===== config.mk =====
export PLATFORM = sky130hd
export DESIGN_NAME = k_best_candidate_heap_core
export DESIGN_NICKNAME = d
export VERILOG_FILES = /design/src/hdl/kbh_pkg.sv /design/src/hdl/kbh_ctrl.sv /design/src/hdl/kbh_datapath.sv /design/src/hdl/k_best_candidate_heap_core.sv
export SDC_FILE = /design/constraint.sdc
export NUM_CORES = 2
export LEC_CHECK = 0
export BUFFER_PORTS_ARGS = -buffer_cell sky130_fd_sc_hd__clkbuf_2
export CORE_MARGIN = 8
export CORE_UTILIZATION = 45
export DETAILED_ROUTE_END_ITERATION = 8
export GPL_ROUTABILITY_DRIVEN = 0
export HOLD_SLACK_MARGIN = 0.02
export MAX_ROUTING_LAYER = met4
export PLACE_DENSITY = 0.57
export SLEW_MARGIN = 20
export SYNTH_ARGS = -nofsm -noshare
export SYNTH_HDL_FRONTEND = slang
export SYNTH_SLANG_ARGS = --single-unit

===== constraint.sdc =====
create_clock -name clk -period 9.9 [get_ports clk]
set_clock_uncertainty 0.1 [all_clocks]
set_input_delay 0.99 -clock clk [delete_from_list [all_inputs] [get_ports clk]]
set_output_delay 0.99 -clock clk [all_outputs]
set_load 0.1 [all_outputs]

===== src/hdl/kbh_pkg.sv =====
// shared types and constants of the k-best candidate heap
package kbh_pkg;

    // field widths fixed by the item format
    localparam int DIST_W      = 32;
    localparam int OP_W        = 2;
    localparam int STATUS_W    = 3;
    localparam int K_CFG_W     = 5;
    localparam int IN_USER_W   = OP_W + 1;

    // reset value of the k register
    localparam logic [K_CFG_W-1:0] K_RESET = 5'd16;

    // operation codes
    localparam logic [OP_W-1:0] OP_START   = 2'd0;
    localparam logic [OP_W-1:0] OP_FILL    = 2'd1;
    localparam logic [OP_W-1:0] OP_ATTEMPT = 2'd2;
    localparam logic [OP_W-1:0] OP_DRAIN   = 2'd3;

    // result status codes
    localparam logic [STATUS_W-1:0] ST_ACCEPTED   = 3'd0;
    localparam logic [STATUS_W-1:0] ST_DUPLICATE  = 3'd1;
    localparam logic [STATUS_W-1:0] ST_UNUSABLE   = 3'd2;
    localparam logic [STATUS_W-1:0] ST_NOT_CLOSER = 3'd3;
    localparam logic [STATUS_W-1:0] ST_FULL       = 3'd4;
    localparam logic [STATUS_W-1:0] ST_ENTRY      = 3'd5;

    // commands from the controller to the datapath
    typedef struct packed {
        logic                take_in;      // capture input item, clear scan state
        logic                count_clear;  // empty the heap
        logic                scan_rd;      // read two entries at pos, pos += 2
        logic                scan_cmp;     // compare the pair with the candidate
        logic                ins_open;     // hole at end of heap, count++
        logic                rm_open;      // count--, read last entry
        logic                mov_load;     // latch last entry, hole at root
        logic                up_rd;        // read parent of hole
        logic                up_move;      // parent moves down into hole
        logic                up_place;     // candidate written into hole
        logic                dn_rd;        // read both children of hole
        logic                dn_move;      // larger child moves up into hole
        logic                dn_place;     // moving entry written into hole
        logic                drn_rd;       // read entry at pos
        logic                drn_out;      // load drained entry into output, pos++
        logic                res_out;      // load status result into output
        logic [STATUS_W-1:0] res_status;
    } kbh_cmd_t;

    // status from the datapath to the controller
    typedef struct packed {
        logic [OP_W-1:0] op;
        logic            usable;
        logic            dup;
        logic            cnt_zero;
        logic            below_k;
        logic            closer;
        logic            scan_done;
        logic            hole_root;
        logic            parent_less;
        logic            dn_leaf;
        logic            dn_stay;
        logic            drn_last;
        logic            out_free;
    } kbh_stat_t;

endpackage


===== src/hdl/kbh_ctrl.sv =====
// controller state machine of the k-best candidate heap
module kbh_ctrl (
    input  logic              clk,
    input  logic              rst_n,
    input  logic              in_valid,
    output logic              in_ready,
    input  kbh_pkg::kbh_stat_t stat,
    output kbh_pkg::kbh_cmd_t  cmd
);

    localparam logic [3:0] S_IDLE     = 4'd0;
    localparam logic [3:0] S_DISPATCH = 4'd1;
    localparam logic [3:0] S_SCAN_RD  = 4'd2;
    localparam logic [3:0] S_SCAN_CMP = 4'd3;
    localparam logic [3:0] S_DECIDE   = 4'd4;
    localparam logic [3:0] S_MOV      = 4'd5;
    localparam logic [3:0] S_DN_RD    = 4'd6;
    localparam logic [3:0] S_DN_CMP   = 4'd7;
    localparam logic [3:0] S_UP_RD    = 4'd8;
    localparam logic [3:0] S_UP_CMP   = 4'd9;
    localparam logic [3:0] S_RESULT   = 4'd10;
    localparam logic [3:0] S_DRN_RD   = 4'd11;
    localparam logic [3:0] S_DRN_OUT  = 4'd12;

    logic [3:0]                    state_reg;
    logic [3:0]                    state_next;
    logic [kbh_pkg::STATUS_W-1:0]  st_reg;
    logic [kbh_pkg::STATUS_W-1:0]  st_next;

    // state register
    always_ff @(posedge clk or negedge rst_n)
    begin
        if (!rst_n)
        begin
            state_reg <= S_IDLE;
        end
        else
        begin
            state_reg <= state_next;
        end
    end

    // pending status of the current item
    always_ff @(posedge clk)
    begin
        st_reg <= st_next;
    end

    assign in_ready = (state_reg == S_IDLE);

    // next state and commands
    always_comb
    begin
        state_next     = state_reg;
        st_next        = st_reg;
        cmd            = '0;
        cmd.res_status = st_reg;
        case (state_reg)
            S_IDLE:
            begin
                if (in_valid)
                begin
                    cmd.take_in = 1'b1;
                    state_next  = S_DISPATCH;
                end
            end
            S_DISPATCH:
            begin
                if (stat.op == kbh_pkg::OP_START)
                begin
                    cmd.count_clear = 1'b1;
                    st_next         = kbh_pkg::ST_ACCEPTED;
                    state_next      = S_RESULT;
                end
                else if (stat.op == kbh_pkg::OP_DRAIN)
                begin
                    state_next = stat.cnt_zero ? S_IDLE : S_DRN_RD;
                end
                else
                begin
                    state_next = stat.cnt_zero ? S_DECIDE : S_SCAN_RD;
                end
            end
            S_SCAN_RD:
            begin
                cmd.scan_rd = 1'b1;
                state_next  = S_SCAN_CMP;
            end
            S_SCAN_CMP:
            begin
                cmd.scan_cmp = 1'b1;
                state_next   = stat.scan_done ? S_DECIDE : S_SCAN_RD;
            end
            S_DECIDE:
            begin
                if (stat.dup)
                begin
                    st_next    = kbh_pkg::ST_DUPLICATE;
                    state_next = S_RESULT;
                end
                else if (!stat.usable)
                begin
                    st_next    = kbh_pkg::ST_UNUSABLE;
                    state_next = S_RESULT;
                end
                else if (stat.below_k)
                begin
                    cmd.ins_open = 1'b1;
                    st_next      = kbh_pkg::ST_ACCEPTED;
                    state_next   = S_UP_RD;
                end
                else if (stat.op == kbh_pkg::OP_FILL)
                begin
                    st_next    = kbh_pkg::ST_FULL;
                    state_next = S_RESULT;
                end
                else if (stat.closer)
                begin
                    cmd.rm_open = 1'b1;
                    st_next     = kbh_pkg::ST_ACCEPTED;
                    state_next  = S_MOV;
                end
                else
                begin
                    st_next    = kbh_pkg::ST_NOT_CLOSER;
                    state_next = S_RESULT;
                end
            end
            S_MOV:
            begin
                cmd.mov_load = 1'b1;
                state_next   = S_DN_RD;
            end
            S_DN_RD:
            begin
                if (stat.dn_leaf)
                begin
                    cmd.dn_place = 1'b1;
                    cmd.ins_open = 1'b1;
                    state_next   = S_UP_RD;
                end
                else
                begin
                    cmd.dn_rd  = 1'b1;
                    state_next = S_DN_CMP;
                end
            end
            S_DN_CMP:
            begin
                if (stat.dn_stay)
                begin
                    cmd.dn_place = 1'b1;
                    cmd.ins_open = 1'b1;
                    state_next   = S_UP_RD;
                end
                else
                begin
                    cmd.dn_move = 1'b1;
                    state_next  = S_DN_RD;
                end
            end
            S_UP_RD:
            begin
                if (stat.hole_root)
                begin
                    cmd.up_place = 1'b1;
                    state_next   = S_RESULT;
                end
                else
                begin
                    cmd.up_rd  = 1'b1;
                    state_next = S_UP_CMP;
                end
            end
            S_UP_CMP:
            begin
                if (stat.parent_less)
                begin
                    cmd.up_move = 1'b1;
                    state_next  = S_UP_RD;
                end
                else
                begin
                    cmd.up_place = 1'b1;
                    state_next   = S_RESULT;
                end
            end
            S_RESULT:
            begin
                if (stat.out_free)
                begin
                    cmd.res_out = 1'b1;
                    state_next  = S_IDLE;
                end
            end
            S_DRN_RD:
            begin
                cmd.drn_rd = 1'b1;
                state_next = S_DRN_OUT;
            end
            S_DRN_OUT:
            begin
                if (stat.out_free)
                begin
                    cmd.drn_out = 1'b1;
                    state_next  = stat.drn_last ? S_IDLE : S_DRN_RD;
                end
            end
            default:
            begin
                state_next = S_IDLE;
            end
        endcase
    end

endmodule


===== src/hdl/kbh_datapath.sv =====
// heap memory, scan and sift datapath and output register of the candidate heap
module kbh_datapath #(
    parameter int MAX_K      = 16,
    parameter int COORD_BITS = 12,
    localparam int IDX_W     = (MAX_K > 1) ? $clog2(MAX_K) : 1,
    localparam int CNT_W     = $clog2(MAX_K + 1)
) (
    input  logic                          clk,
    input  logic                          rst_n,
    input  logic [CNT_W-1:0]              k_eff,
    input  logic [kbh_pkg::OP_W-1:0]      in_op,
    input  logic [COORD_BITS-1:0]         in_x,
    input  logic [COORD_BITS-1:0]         in_y,
    input  logic [kbh_pkg::DIST_W-1:0]    in_d,
    input  logic                          in_usable,
    input  kbh_pkg::kbh_cmd_t             cmd,
    output kbh_pkg::kbh_stat_t            stat,
    input  logic                          out_ready,
    output logic                          out_valid,
    output logic [kbh_pkg::STATUS_W-1:0]  out_status,
    output logic [COORD_BITS-1:0]         out_x,
    output logic [COORD_BITS-1:0]         out_y,
    output logic [kbh_pkg::DIST_W-1:0]    out_d,
    output logic                          out_last
);

    localparam int PW = CNT_W + 1;

    typedef struct packed {
        logic [kbh_pkg::DIST_W-1:0] d;
        logic [COORD_BITS-1:0]      x;
        logic [COORD_BITS-1:0]      y;
    } entry_t;

    entry_t                       heap_mem [MAX_K];
    entry_t                       rd_a_reg;
    entry_t                       rd_b_reg;
    entry_t                       mov_reg;
    entry_t                       cand;
    entry_t                       wr_data;
    logic                         wr_en;
    logic [IDX_W-1:0]             wr_addr;
    logic                         rd_a_en;
    logic                         rd_b_en;
    logic [IDX_W-1:0]             rd_a_addr;
    logic [IDX_W-1:0]             rd_b_addr;

    logic [kbh_pkg::OP_W-1:0]     op_reg;
    logic [COORD_BITS-1:0]        cx_reg;
    logic [COORD_BITS-1:0]        cy_reg;
    logic [kbh_pkg::DIST_W-1:0]   cd_reg;
    logic                         usable_reg;
    logic [kbh_pkg::DIST_W-1:0]   root_d_reg;
    logic [CNT_W-1:0]             count_reg;
    logic [PW-1:0]                pos_reg;
    logic [IDX_W-1:0]             hole_reg;
    logic                         dup_reg;

    logic                         out_valid_reg;
    logic [kbh_pkg::STATUS_W-1:0] out_status_reg;
    entry_t                       out_ent_reg;
    logic                         out_last_reg;
    logic                         out_load;
    logic                         out_free;

    logic [IDX_W-1:0]             parent;
    logic [PW-1:0]                lc;
    logic [PW-1:0]                rc;
    logic                         r_ok;
    logic                         pick_left;
    logic                         pick_right;
    logic [kbh_pkg::DIST_W-1:0]   pick_d;
    logic                         b_ok;
    logic                         hit_a;
    logic                         hit_b;

    assign cand = '{d: cd_reg, x: cx_reg, y: cy_reg};

    // tree navigation around the hole
    assign parent = (hole_reg - IDX_W'(1)) >> 1;
    assign lc     = (PW'(hole_reg) << 1) + PW'(1);
    assign rc     = (PW'(hole_reg) << 1) + PW'(2);
    assign r_ok   = rc < PW'(count_reg);

    // sift-down child pick, left first then right on strict compare
    assign pick_left  = mov_reg.d < rd_a_reg.d;
    assign pick_d     = pick_left ? rd_a_reg.d : mov_reg.d;
    assign pick_right = r_ok && (pick_d < rd_b_reg.d);

    // duplicate match on the pair just read
    assign b_ok  = (pos_reg - PW'(1)) < PW'(count_reg);
    assign hit_a = (rd_a_reg.x == cx_reg) && (rd_a_reg.y == cy_reg);
    assign hit_b = b_ok && (rd_b_reg.x == cx_reg) && (rd_b_reg.y == cy_reg);

    // memory port selection
    always_comb
    begin
        wr_en     = cmd.up_move | cmd.up_place | cmd.dn_move | cmd.dn_place;
        wr_addr   = hole_reg;
        wr_data   = cand;
        if (cmd.up_move)
        begin
            wr_data = rd_a_reg;
        end
        else if (cmd.dn_move)
        begin
            wr_data = pick_right ? rd_b_reg : rd_a_reg;
        end
        else if (cmd.dn_place)
        begin
            wr_data = mov_reg;
        end

        rd_a_en   = cmd.scan_rd | cmd.rm_open | cmd.up_rd | cmd.dn_rd | cmd.drn_rd;
        rd_b_en   = cmd.scan_rd | cmd.dn_rd;
        rd_a_addr = IDX_W'(pos_reg);
        rd_b_addr = IDX_W'(pos_reg + PW'(1));
        if (cmd.rm_open)
        begin
            rd_a_addr = IDX_W'(count_reg - CNT_W'(1));
        end
        else if (cmd.up_rd)
        begin
            rd_a_addr = parent;
        end
        else if (cmd.dn_rd)
        begin
            rd_a_addr = IDX_W'(lc);
            rd_b_addr = IDX_W'(rc);
        end
    end

    // heap memory, one write and two registered reads
    always_ff @(posedge clk)
    begin
        if (wr_en)
        begin
            heap_mem[wr_addr] <= wr_data;
        end
        if (rd_a_en)
        begin
            rd_a_reg <= heap_mem[rd_a_addr];
        end
        if (rd_b_en)
        begin
            rd_b_reg <= heap_mem[rd_b_addr];
        end
    end

    // item capture, root distance and moving entry
    always_ff @(posedge clk)
    begin
        if (cmd.take_in)
        begin
            op_reg     <= in_op;
            cx_reg     <= in_x;
            cy_reg     <= in_y;
            cd_reg     <= in_d;
            usable_reg <= in_usable;
        end
        if (cmd.scan_cmp && (pos_reg == PW'(2)))
        begin
            root_d_reg <= rd_a_reg.d;
        end
        if (cmd.mov_load)
        begin
            mov_reg <= rd_a_reg;
        end
    end

    // heap count, scan position, hole and duplicate flag
    always_ff @(posedge clk or negedge rst_n)
    begin
        if (!rst_n)
        begin
            count_reg <= '0;
            pos_reg   <= '0;
            hole_reg  <= '0;
            dup_reg   <= 1'b0;
        end
        else
        begin
            if (cmd.count_clear)
            begin
                count_reg <= '0;
            end
            else if (cmd.ins_open)
            begin
                count_reg <= count_reg + CNT_W'(1);
            end
            else if (cmd.rm_open)
            begin
                count_reg <= count_reg - CNT_W'(1);
            end

            if (cmd.take_in)
            begin
                pos_reg <= '0;
            end
            else if (cmd.scan_rd)
            begin
                pos_reg <= pos_reg + PW'(2);
            end
            else if (cmd.drn_out)
            begin
                pos_reg <= pos_reg + PW'(1);
            end

            if (cmd.ins_open)
            begin
                hole_reg <= IDX_W'(count_reg);
            end
            else if (cmd.mov_load)
            begin
                hole_reg <= '0;
            end
            else if (cmd.up_move)
            begin
                hole_reg <= parent;
            end
            else if (cmd.dn_move)
            begin
                hole_reg <= pick_right ? IDX_W'(rc) : IDX_W'(lc);
            end

            if (cmd.take_in)
            begin
                dup_reg <= 1'b0;
            end
            else if (cmd.scan_cmp)
            begin
                dup_reg <= dup_reg | hit_a | hit_b;
            end
        end
    end

    // output register, freed when the held result is taken
    assign out_free = !out_valid_reg || out_ready;
    assign out_load = cmd.res_out | cmd.drn_out;

    always_ff @(posedge clk or negedge rst_n)
    begin
        if (!rst_n)
        begin
            out_valid_reg <= 1'b0;
        end
        else if (out_load)
        begin
            out_valid_reg <= 1'b1;
        end
        else if (out_ready)
        begin
            out_valid_reg <= 1'b0;
        end
    end

    always_ff @(posedge clk)
    begin
        if (cmd.drn_out)
        begin
            out_status_reg <= kbh_pkg::ST_ENTRY;
            out_ent_reg    <= rd_a_reg;
            out_last_reg   <= stat.drn_last;
        end
        else if (cmd.res_out)
        begin
            out_status_reg <= cmd.res_status;
            out_ent_reg    <= '0;
            out_last_reg   <= 1'b1;
        end
    end

    assign out_valid  = out_valid_reg;
    assign out_status = out_status_reg;
    assign out_x      = out_ent_reg.x;
    assign out_y      = out_ent_reg.y;
    assign out_d      = out_ent_reg.d;
    assign out_last   = out_last_reg;

    // status to the controller
    always_comb
    begin
        stat             = '0;
        stat.op          = op_reg;
        stat.usable      = usable_reg;
        stat.dup         = dup_reg;
        stat.cnt_zero    = (count_reg == '0);
        stat.below_k     = count_reg < k_eff;
        stat.closer      = cd_reg < root_d_reg;
        stat.scan_done   = pos_reg >= PW'(count_reg);
        stat.hole_root   = (hole_reg == '0);
        stat.parent_less = rd_a_reg.d < cd_reg;
        stat.dn_leaf     = lc >= PW'(count_reg);
        stat.dn_stay     = !pick_left && !pick_right;
        stat.drn_last    = (pos_reg + PW'(1)) == PW'(count_reg);
        stat.out_free    = out_free;
    end

    // checks
    a_count_bound: assert property (@(posedge clk) disable iff (!rst_n)
        count_reg <= CNT_W'(MAX_K))
        else $error("heap count above capacity");

    a_one_writer: assert property (@(posedge clk) disable iff (!rst_n)
        $onehot0({cmd.up_move, cmd.up_place, cmd.dn_move, cmd.dn_place}))
        else $error("two heap writes in one cycle");

    a_drain_inside: assert property (@(posedge clk) disable iff (!rst_n)
        cmd.drn_out |-> (pos_reg < PW'(count_reg)))
        else $error("drain beyond heap count");

    a_out_no_overrun: assert property (@(posedge clk) disable iff (!rst_n)
        out_load |-> out_free)
        else $error("output register overwritten while held");

endmodule


===== src/hdl/k_best_candidate_heap_core.sv =====
// top level of the k-best candidate heap: stream ports, k register, controller and datapath
//
// Keeps up to k (distance, x, y) candidates as a max-heap in a small memory with one
// write port and two registered read ports; one item is processed at a time. A start
// clears the heap; a fill or attempt first scans a non-empty heap for a duplicate,
// reading two entries per step; an insert then sifts the new entry up, and a root
// replace first moves the last entry to the root and sifts it down before the sift-up.
// Each step registers its memory read and then compares, ahead of the single write
// port. Drain reads and loads one entry at a time, each load waiting for a free output
// register; an empty heap drains with no result. The next item can be taken in the
// cycle after a result is loaded, even while that result still waits on m_tready.
module k_best_candidate_heap_core #(
    parameter int MAX_K       = 16,
    parameter int COORD_BITS  = 12,
    localparam int CNT_W      = $clog2(MAX_K + 1),
    localparam int IN_DATA_W  = ((2 * COORD_BITS + kbh_pkg::DIST_W + 7) / 8) * 8,
    localparam int OUT_DATA_W = ((2 * COORD_BITS + kbh_pkg::DIST_W + 7) / 8) * 8
) (
    input  logic                            clk,
    input  logic                            rst_n,
    input  logic                            s_tvalid,
    output logic                            s_tready,
    // cand_x, cand_y, cand_distance
    input  logic [IN_DATA_W-1:0]            s_tdata,
    // operation, cand_usable
    input  logic [kbh_pkg::IN_USER_W-1:0]   s_tuser,
    output logic                            m_tvalid,
    input  logic                            m_tready,
    // entry_x, entry_y, entry_distance
    output logic [OUT_DATA_W-1:0]           m_tdata,
    // status
    output logic [kbh_pkg::STATUS_W-1:0]    m_tuser,
    output logic                            m_tlast,
    input  logic                            cfg_we,
    input  logic [kbh_pkg::K_CFG_W-1:0]     cfg_wdata
);

    logic [kbh_pkg::K_CFG_W-1:0]  k_in_use_reg;
    logic [CNT_W-1:0]             k_eff;
    logic                         in_valid;
    logic                         in_ready;
    kbh_pkg::kbh_cmd_t            cmd;
    kbh_pkg::kbh_stat_t           stat;
    logic [COORD_BITS-1:0]        out_x;
    logic [COORD_BITS-1:0]        out_y;
    logic [kbh_pkg::DIST_W-1:0]   out_d;

    // k register
    always_ff @(posedge clk or negedge rst_n)
    begin
        if (!rst_n)
        begin
            k_in_use_reg <= kbh_pkg::K_RESET;
        end
        else if (cfg_we)
        begin
            k_in_use_reg <= cfg_wdata;
        end
    end

    // k clamped to one through capacity
    always_comb
    begin
        if (k_in_use_reg == '0)
        begin
            k_eff = CNT_W'(1);
        end
        else if (32'(k_in_use_reg) > MAX_K)
        begin
            k_eff = CNT_W'(MAX_K);
        end
        else
        begin
            k_eff = CNT_W'(k_in_use_reg);
        end
    end

    assign in_valid = s_tvalid;
    assign s_tready = in_ready;

    kbh_ctrl u_ctrl (
        .clk      (clk),
        .rst_n    (rst_n),
        .in_valid (in_valid),
        .in_ready (in_ready),
        .stat     (stat),
        .cmd      (cmd)
    );

    kbh_datapath #(
        .MAX_K      (MAX_K),
        .COORD_BITS (COORD_BITS)
    ) u_datapath (
        .clk        (clk),
        .rst_n      (rst_n),
        .k_eff      (k_eff),
        .in_op      (s_tuser[kbh_pkg::OP_W-1:0]),
        .in_x       (s_tdata[COORD_BITS-1:0]),
        .in_y       (s_tdata[2*COORD_BITS-1:COORD_BITS]),
        .in_d       (s_tdata[2*COORD_BITS +: kbh_pkg::DIST_W]),
        .in_usable  (s_tuser[kbh_pkg::OP_W]),
        .cmd        (cmd),
        .stat       (stat),
        .out_ready  (m_tready),
        .out_valid  (m_tvalid),
        .out_status (m_tuser),
        .out_x      (out_x),
        .out_y      (out_y),
        .out_d      (out_d),
        .out_last   (m_tlast)
    );

    // result packing, first field lowest
    assign m_tdata = OUT_DATA_W'({out_d, out_y, out_x});

endmodule


* Word level (Yosys, flattened, before mapping)
Memory sizes are Yosys's and may differ from the RTL's. A register that Yosys moved wholly into a read port is not among the register bits.
Cells that the tools add are included.
** Storage, ports and cells
- Word-level logic and storage cells :: 193
- Memory bits (writable) :: 896
- Memories kept :: 1
- Output and inout port bits :: 62
- Bits in registers :: 236
** Memory list
- u_datapath.heap_mem :: words 16, width 56, read ports 2, clocked after Yosys merged registers in 2, write ports 1, RTL line kbh_datapath.sv:35 : entry_t heap_mem [MAX_K];
** Operators by class
- Bitwise logic cells :: 11
- Equal/unequal tests :: 24
- Add/sub/neg operators :: 8
- $lt $le $gt $ge :: 10
- Muxes and demuxes :: 93
- Reductions and logical operators :: 24
** Operators by type and width (number)
- $mux 56 :: 6
- $lt 32x32->1 :: 4
- $mux 4 :: 25
- $pmux 4 s13 :: 1
- $eq 12x12->1 :: 4
- $mux 1 :: 36
- $mux 32 :: 1
- $mux 5 :: 5
- $mux 3 :: 7
- $eq 4x4->1 const B :: 5
- $mux 6 :: 3
- $eq 4x3->1 const B :: 4
- $ge 6x5->1 :: 2
- $lt 6x5->1 :: 2
- $or 1x1->1 :: 11
- $logic_not 5->1 :: 2
- $mux 2 :: 5
- $eq 4x2->1 const B :: 2
- $logic_not 4->1 :: 2
- $reduce_bool 2->1 :: 4
- $add 5x1->6 const B :: 1
- $add 5x2->6 const B :: 1
- $add 6x1->6 const B :: 1
- $add 6x2->6 const B :: 1
- 24 further kinds :: 35

* Depth between registers and ports, before layout
- Depth in word-level cells :: 12
- Gate-level depth with buffers :: 25
- Gate-level depth less buffers :: 21

* Cells and area by module
Synthesis repeated with hierarchy kept, for this count alone.
** Unflattened totals
- Cell total of the unflattened synthesis :: 4506
- Area total of the unflattened synthesis :: 61018.5 um^2
** By module, submodules not included
- kbh_datapath :: times used 1, cells each 4387, area an instance 59963.8 um^2
- kbh_ctrl :: times used 1, cells each 101, area an instance 837.1 um^2
- k_best_candidate_heap_core :: times used 1, cells each 18, area an instance 217.7 um^2

* Worst setup path before layout
Ideal clock, no wire load.
- Path kind :: register -> register
- Start point :: reg, netlist name u_datapath.rd_a_reg[42]
- End point :: mem u_datapath.heap_mem[15][0] (netlist name), enable pin
- Stages on the path, launching flop included :: 11
- Setup time :: 0.477 ns
- Path buffers :: 1
- Slack :: 4.110 ns
- Data arrival time :: 5.213 ns
- Period minus slack after synthesis :: 5.790 ns
- Path through :: edfxtp_1 > ha_1 > a21o_1 > a221oi_1 > nor3_1 > a2111oi_0 > o21ai_0 > a211oi_1 > or4_1 > clkbuf_1 > nor2b_1
** Between the ends
- Word-level cells in the longest chain between the ends :: 12
** Ends and longest elaborated chain
- $lt 32x32->1 :: RTL line kbh_datapath.sv:86 : assign pick_left = mov_reg.d < rd_a_reg.d;
- $mux 32 :: RTL line kbh_datapath.sv:87 : assign pick_d = pick_left ? rd_a_reg.d : mov_reg.d;
- $lt 32x32->1 :: RTL line kbh_datapath.sv:88 : assign pick_right = r_ok && (pick_d < rd_b_reg.d);
- $logic_and 1x1->1 :: RTL line kbh_datapath.sv:88
- $logic_not 1->1 :: RTL line kbh_datapath.sv:294 : stat.dn_stay = !pick_left && !pick_right;
- $logic_and 1x1->1 :: RTL line kbh_datapath.sv:294
- $mux 1 :: RTL line kbh_ctrl.sv:150 : if (stat.dn_stay)
- $mux 1 :: RTL line kbh_ctrl.sv:58 : case (state_reg)
- $or 1x1->1 :: RTL line kbh_datapath.sv:98 : wr_en = cmd.up_move | cmd.up_place | cmd.dn_move | cmd.dn_place;
- $or 1x1->1 * :: RTL line kbh_datapath.sv:98
- $mux 1 * :: RTL line kbh_datapath.sv:136 : if (wr_en)
- $mux 1 (implied by the code) * :: RTL line kbh_datapath.sv:138 : heap_mem[wr_addr] <= wr_data;
- end, declared :: RTL line kbh_datapath.sv:35
Every way passes the cells marked *; elsewhere a longest branch is shown, timed or not.

==> impl_metrics.tcl <==
set metrics [dict create \
    outcome "finished clean" \
    synth_top_cell_area_share 0.600 \
    post-route-min-period_ns 8.21 \
    antenna_found_initial 4 \
    synth_top_area_cell "sky130_fd_sc_hd__edfxtp_1" \
    tightestPinTransition_ns 1.15 \
    total_leakage_power_nw 24.0 \
    routed_wire_length_per_instance_um 27.1 \
    cts_hold_buf 0 \
    ctsLongestPathBuffers 3 \
    max_slew_margin 0.234 \
    n_fill_cell 11900 \
    cts-resized-gates 0 \
    cts_sinks 1244 \
    postSynthRegisterBits 1244 \
    synth-async-reset-ratio 0.0209 \
    number_of_global_route_vias_before_repair 43700 \
    drive_gt1_frac 0.0880 \
    initial_utilization 0.451 \
    worstSetupEndpointType "register" \
    totalNegativeSetupSlack_ns 0 \
    fin_cells 7395 \
    grt_pass1_wl_um 294000 \
    detail_routed_via_count_per_cell 6.26 \
    registers.top_by_ff_count "u_datapath.heap_mem" \
    ctsHtreeMaxLevel 4 \
    route.vias.total 46300 \
    rsz0062_at_grt "no" \
    yosys_most_used_dff "sky130_fd_sc_hd__edfxtp_1" \
    synth.lib_cells_used.distinct 63 \
    setup.worst_path.class "reg2reg" \
    cpPeakStageDelay_ns 0.83 \
    finalHoldViolCount 0 \
    dp_cells 7150 \
    hold_path.class "in2async" \
    worstSetupStartpointType "register" \
    horizontal_die_dimension_um 384 \
    setup.reg_to_reg.worst_slack_ns 1.69 \
    ctsRootBufferMaster "sky130_fd_sc_hd__clkbuf_16" \
    drt-total-wl_um 200000 \
    dominant_cell_type_by_count_on_the_critical_path "sky130_fd_sc_hd__nand2_1" \
    postCtsSetupRepairBufs 0 \
    netlist_instances 5559 \
    worst-endpoint-arrival_ns 8.56 \
    synthMostInstantiatedCell "sky130_fd_sc_hd__nand2_1" \
    post-dp-hpwl_um 112000 \
    synth_common_cells "sky130_fd_sc_hd__nand2_1 (1424), sky130_fd_sc_hd__edfxtp_1 (1215), sky130_fd_sc_hd__a21oi_1 (356), sky130_fd_sc_hd__a211oi_1 (291), sky130_fd_sc_hd__clkbuf_1 (276)" \
    netlist_area_sq_um 60900 \
    largest_register_ffs 896 \
    worst_ir_drop_vdd_mv 0.662 \
    cts_tree "yes" \
    crit_path_top_delay_cell "sky130_fd_sc_hd__o21a_2" \
    total_routing_resource_utilization_after_global_routing 0.273 \
    row_count 135 \
    crit-reg2reg-capture "u_datapath.heap_mem[2][27]" \
    reg2reg_depth 22 \
    max-cap-violations 0 \
    multi_input_comb_area_sq_um 22000 \
    finalNetCount 5738 \
    post_synth_edffs 1215 \
    maxClockFrequency_mhz 122 \
    post_synth_main_area_contributors "sky130_fd_sc_hd__edfxtp_1 (60%), sky130_fd_sc_hd__nand2_1 (8.8%), sky130_fd_sc_hd__a211oi_1 (3.6%)" \
    pin_count_of_the_biggest_net_entering_global_routing 181 \
    ios 131 \
    io_buffers 130 \
    min_period_over_period 0.830 \
    layout.area.seq_sq_um 37200 \
    cp_cell_sequence "inv_1, ha_1, nand2_1, o21ai_0, a41oi_1, o31ai_1, o211a_1, or2_2, buf_4, nand2_1, o21ai_0, ha_1, a21oi_1, nor2_1, o31ai_1, a21oi_1, or4_1, o22ai_1, o21a_2, buf_12, nand2_1, a31oi_2" \
    drtIter0Drc 6072 \
    clk_latency_ns 0.78 \
    globalRoute.totalOverflow 0 \
    core_area_sq_um 135000 \
    clk_pin_slew_worst_paths_ns 0.06 \
    remaining_antenna_violation_count 0 \
    fp.dieH_um 384 \
    slew_violations 0 \
    required_ns 10.24 \
    synthesis.area_per_instance_sq_um 10.9 \
    setup-violations-final 0 \
    power_density_nw_per_um2 359 \
    ys_seq_area_frac 0.611 \
    synth_fp_nets 5787 \
    area_growth_pct 11.2 \
    remaining_drc_errors 0 \
    design.die.area_sq_um 147000 \
    drt_pre_antenna_iters 6 \
    synth-warning-count 0 \
    cts_inserted_buffers 139 \
    critical_path.reg2reg.startpoint "u_datapath.rd_a_reg[26]" \
    path_max_fanout 49 \
]
-- layout make-up --
type | count | share of cell area
diodes | 1 | 0.0000370
clock buffers | 175 | 0.0550
clock inverters | 69 | 0.00714
inverters | 150 | 0.00834
multi-input cells | 3756 | 0.325
flip-flops and latches | 1244 | 0.550
well taps | 1781 | 0.0329
repair buffers | 219 | 0.0223
-- placed cells by master, fill, tap and decap left out, types with 33 or more instances in the layout --
master / Yosys / final
sky130_fd_sc_hd__a211oi_1: 291 / 291
sky130_fd_sc_hd__a21oi_1: 356 / 352
sky130_fd_sc_hd__a22oi_1: 49 / 49
sky130_fd_sc_hd__a311oi_1: 114 / 114
sky130_fd_sc_hd__a31oi_1: 199 / 154
sky130_fd_sc_hd__a31oi_2: 0 / 44
sky130_fd_sc_hd__a32oi_1: 104 / 104
sky130_fd_sc_hd__and2_1: 253 / 252
sky130_fd_sc_hd__buf_4: 4 / 75
sky130_fd_sc_hd__clkbuf_16: 0 / 144
sky130_fd_sc_hd__clkbuf_2: 0 / 130
sky130_fd_sc_hd__clkinv_1: 0 / 33
sky130_fd_sc_hd__edfxtp_1: 1215 / 1215
sky130_fd_sc_hd__ha_1: 159 / 159
sky130_fd_sc_hd__inv_1: 150 / 149
sky130_fd_sc_hd__mux2i_1: 57 / 55
sky130_fd_sc_hd__nand2_1: 1424 / 1422
sky130_fd_sc_hd__nand3_1: 273 / 272
sky130_fd_sc_hd__nor2_1: 78 / 75
sky130_fd_sc_hd__o21ai_0: 66 / 66
sky130_fd_sc_hd__o22ai_1: 60 / 60
sky130_fd_sc_hd__xnor2_1: 44 / 44
-- worst max path at each step --
stage	startpoint	end	slack, ns	depth (start not counted)
detailed placement	u_datapath.rd_a_reg[26]	u_datapath.heap_mem[9][33]	1.48	22
global placement	u_datapath.rd_a_reg[26]	u_datapath.heap_mem[14][34]	1.52	22
floorplan	u_datapath.rd_a_reg[42]	u_datapath.heap_mem[15][0]	4.11	10
global route	u_datapath.rd_a_reg[26]	u_datapath.heap_mem[11][52]	1.30	22
CTS	u_datapath.rd_a_reg[26]	u_datapath.heap_mem[2][33]	1.44	22
finish	u_datapath.rd_a_reg[26]	u_datapath.heap_mem[2][27]	1.69	22
-- per-layer routing --
layer / up-vias / part of all wire / track usage
met5: - / 0 / -
met2: 2504 / 0.45 / 0.409
met3: 418 / 0.093 / 0.0484
met4: 0 / 0.032 / 0.0890
li1: 20500 / - / -
met1: 22900 / 0.42 / 0.378
-- through the flow --
stage / hold WS, ns / power [mW] / worst slack, ns / utilization / instance area [sq um]
3_5_place_dp: 0.349 / 19.3 / 1.48 / 0.469 / 63300
6_report: 0.186 / 24.3 / 1.69 / 0.502 / 67700
3_3_place_gp: 0.342 / 19.2 / 1.52 / 0.468 / 63100
2_1_floorplan: 0.334 / 15.6 / 4.11 / - / 60900
4_1_cts: 0.138 / 24.2 / 1.44 / 0.501 / 67500
5_1_grt: 0.198 / 25.6 / 1.30 / 0.502 / 67700
-- cell families after synthesis --
group,share of synthesized area
simple gates,0.153
compound gates,0.145
fa+ha+maj,0.0327
mux,0.0111
flops,0.611
buf+inv,0.0371
xor+xnor,0.0104
-- power breakdown --
group / total [mW] / internal (mW) / switching (mW)
Sequential: 7.74 / 7.17 / 0.563
Clock: 4.90 / 2.78 / 2.11
Combinational: 11.7 / 3.37 / 8.31
-- worst max-delay path: cells and delay by family, from the launching register on --
family,cells,cell delay [ns]
compound gates,11,4.36
buf+inv,3,0.76
fa+ha+maj,2,0.57
simple gates,6,1.56
flops,1,0.43
Note: power is estimated with default switching activity, not from simulation.
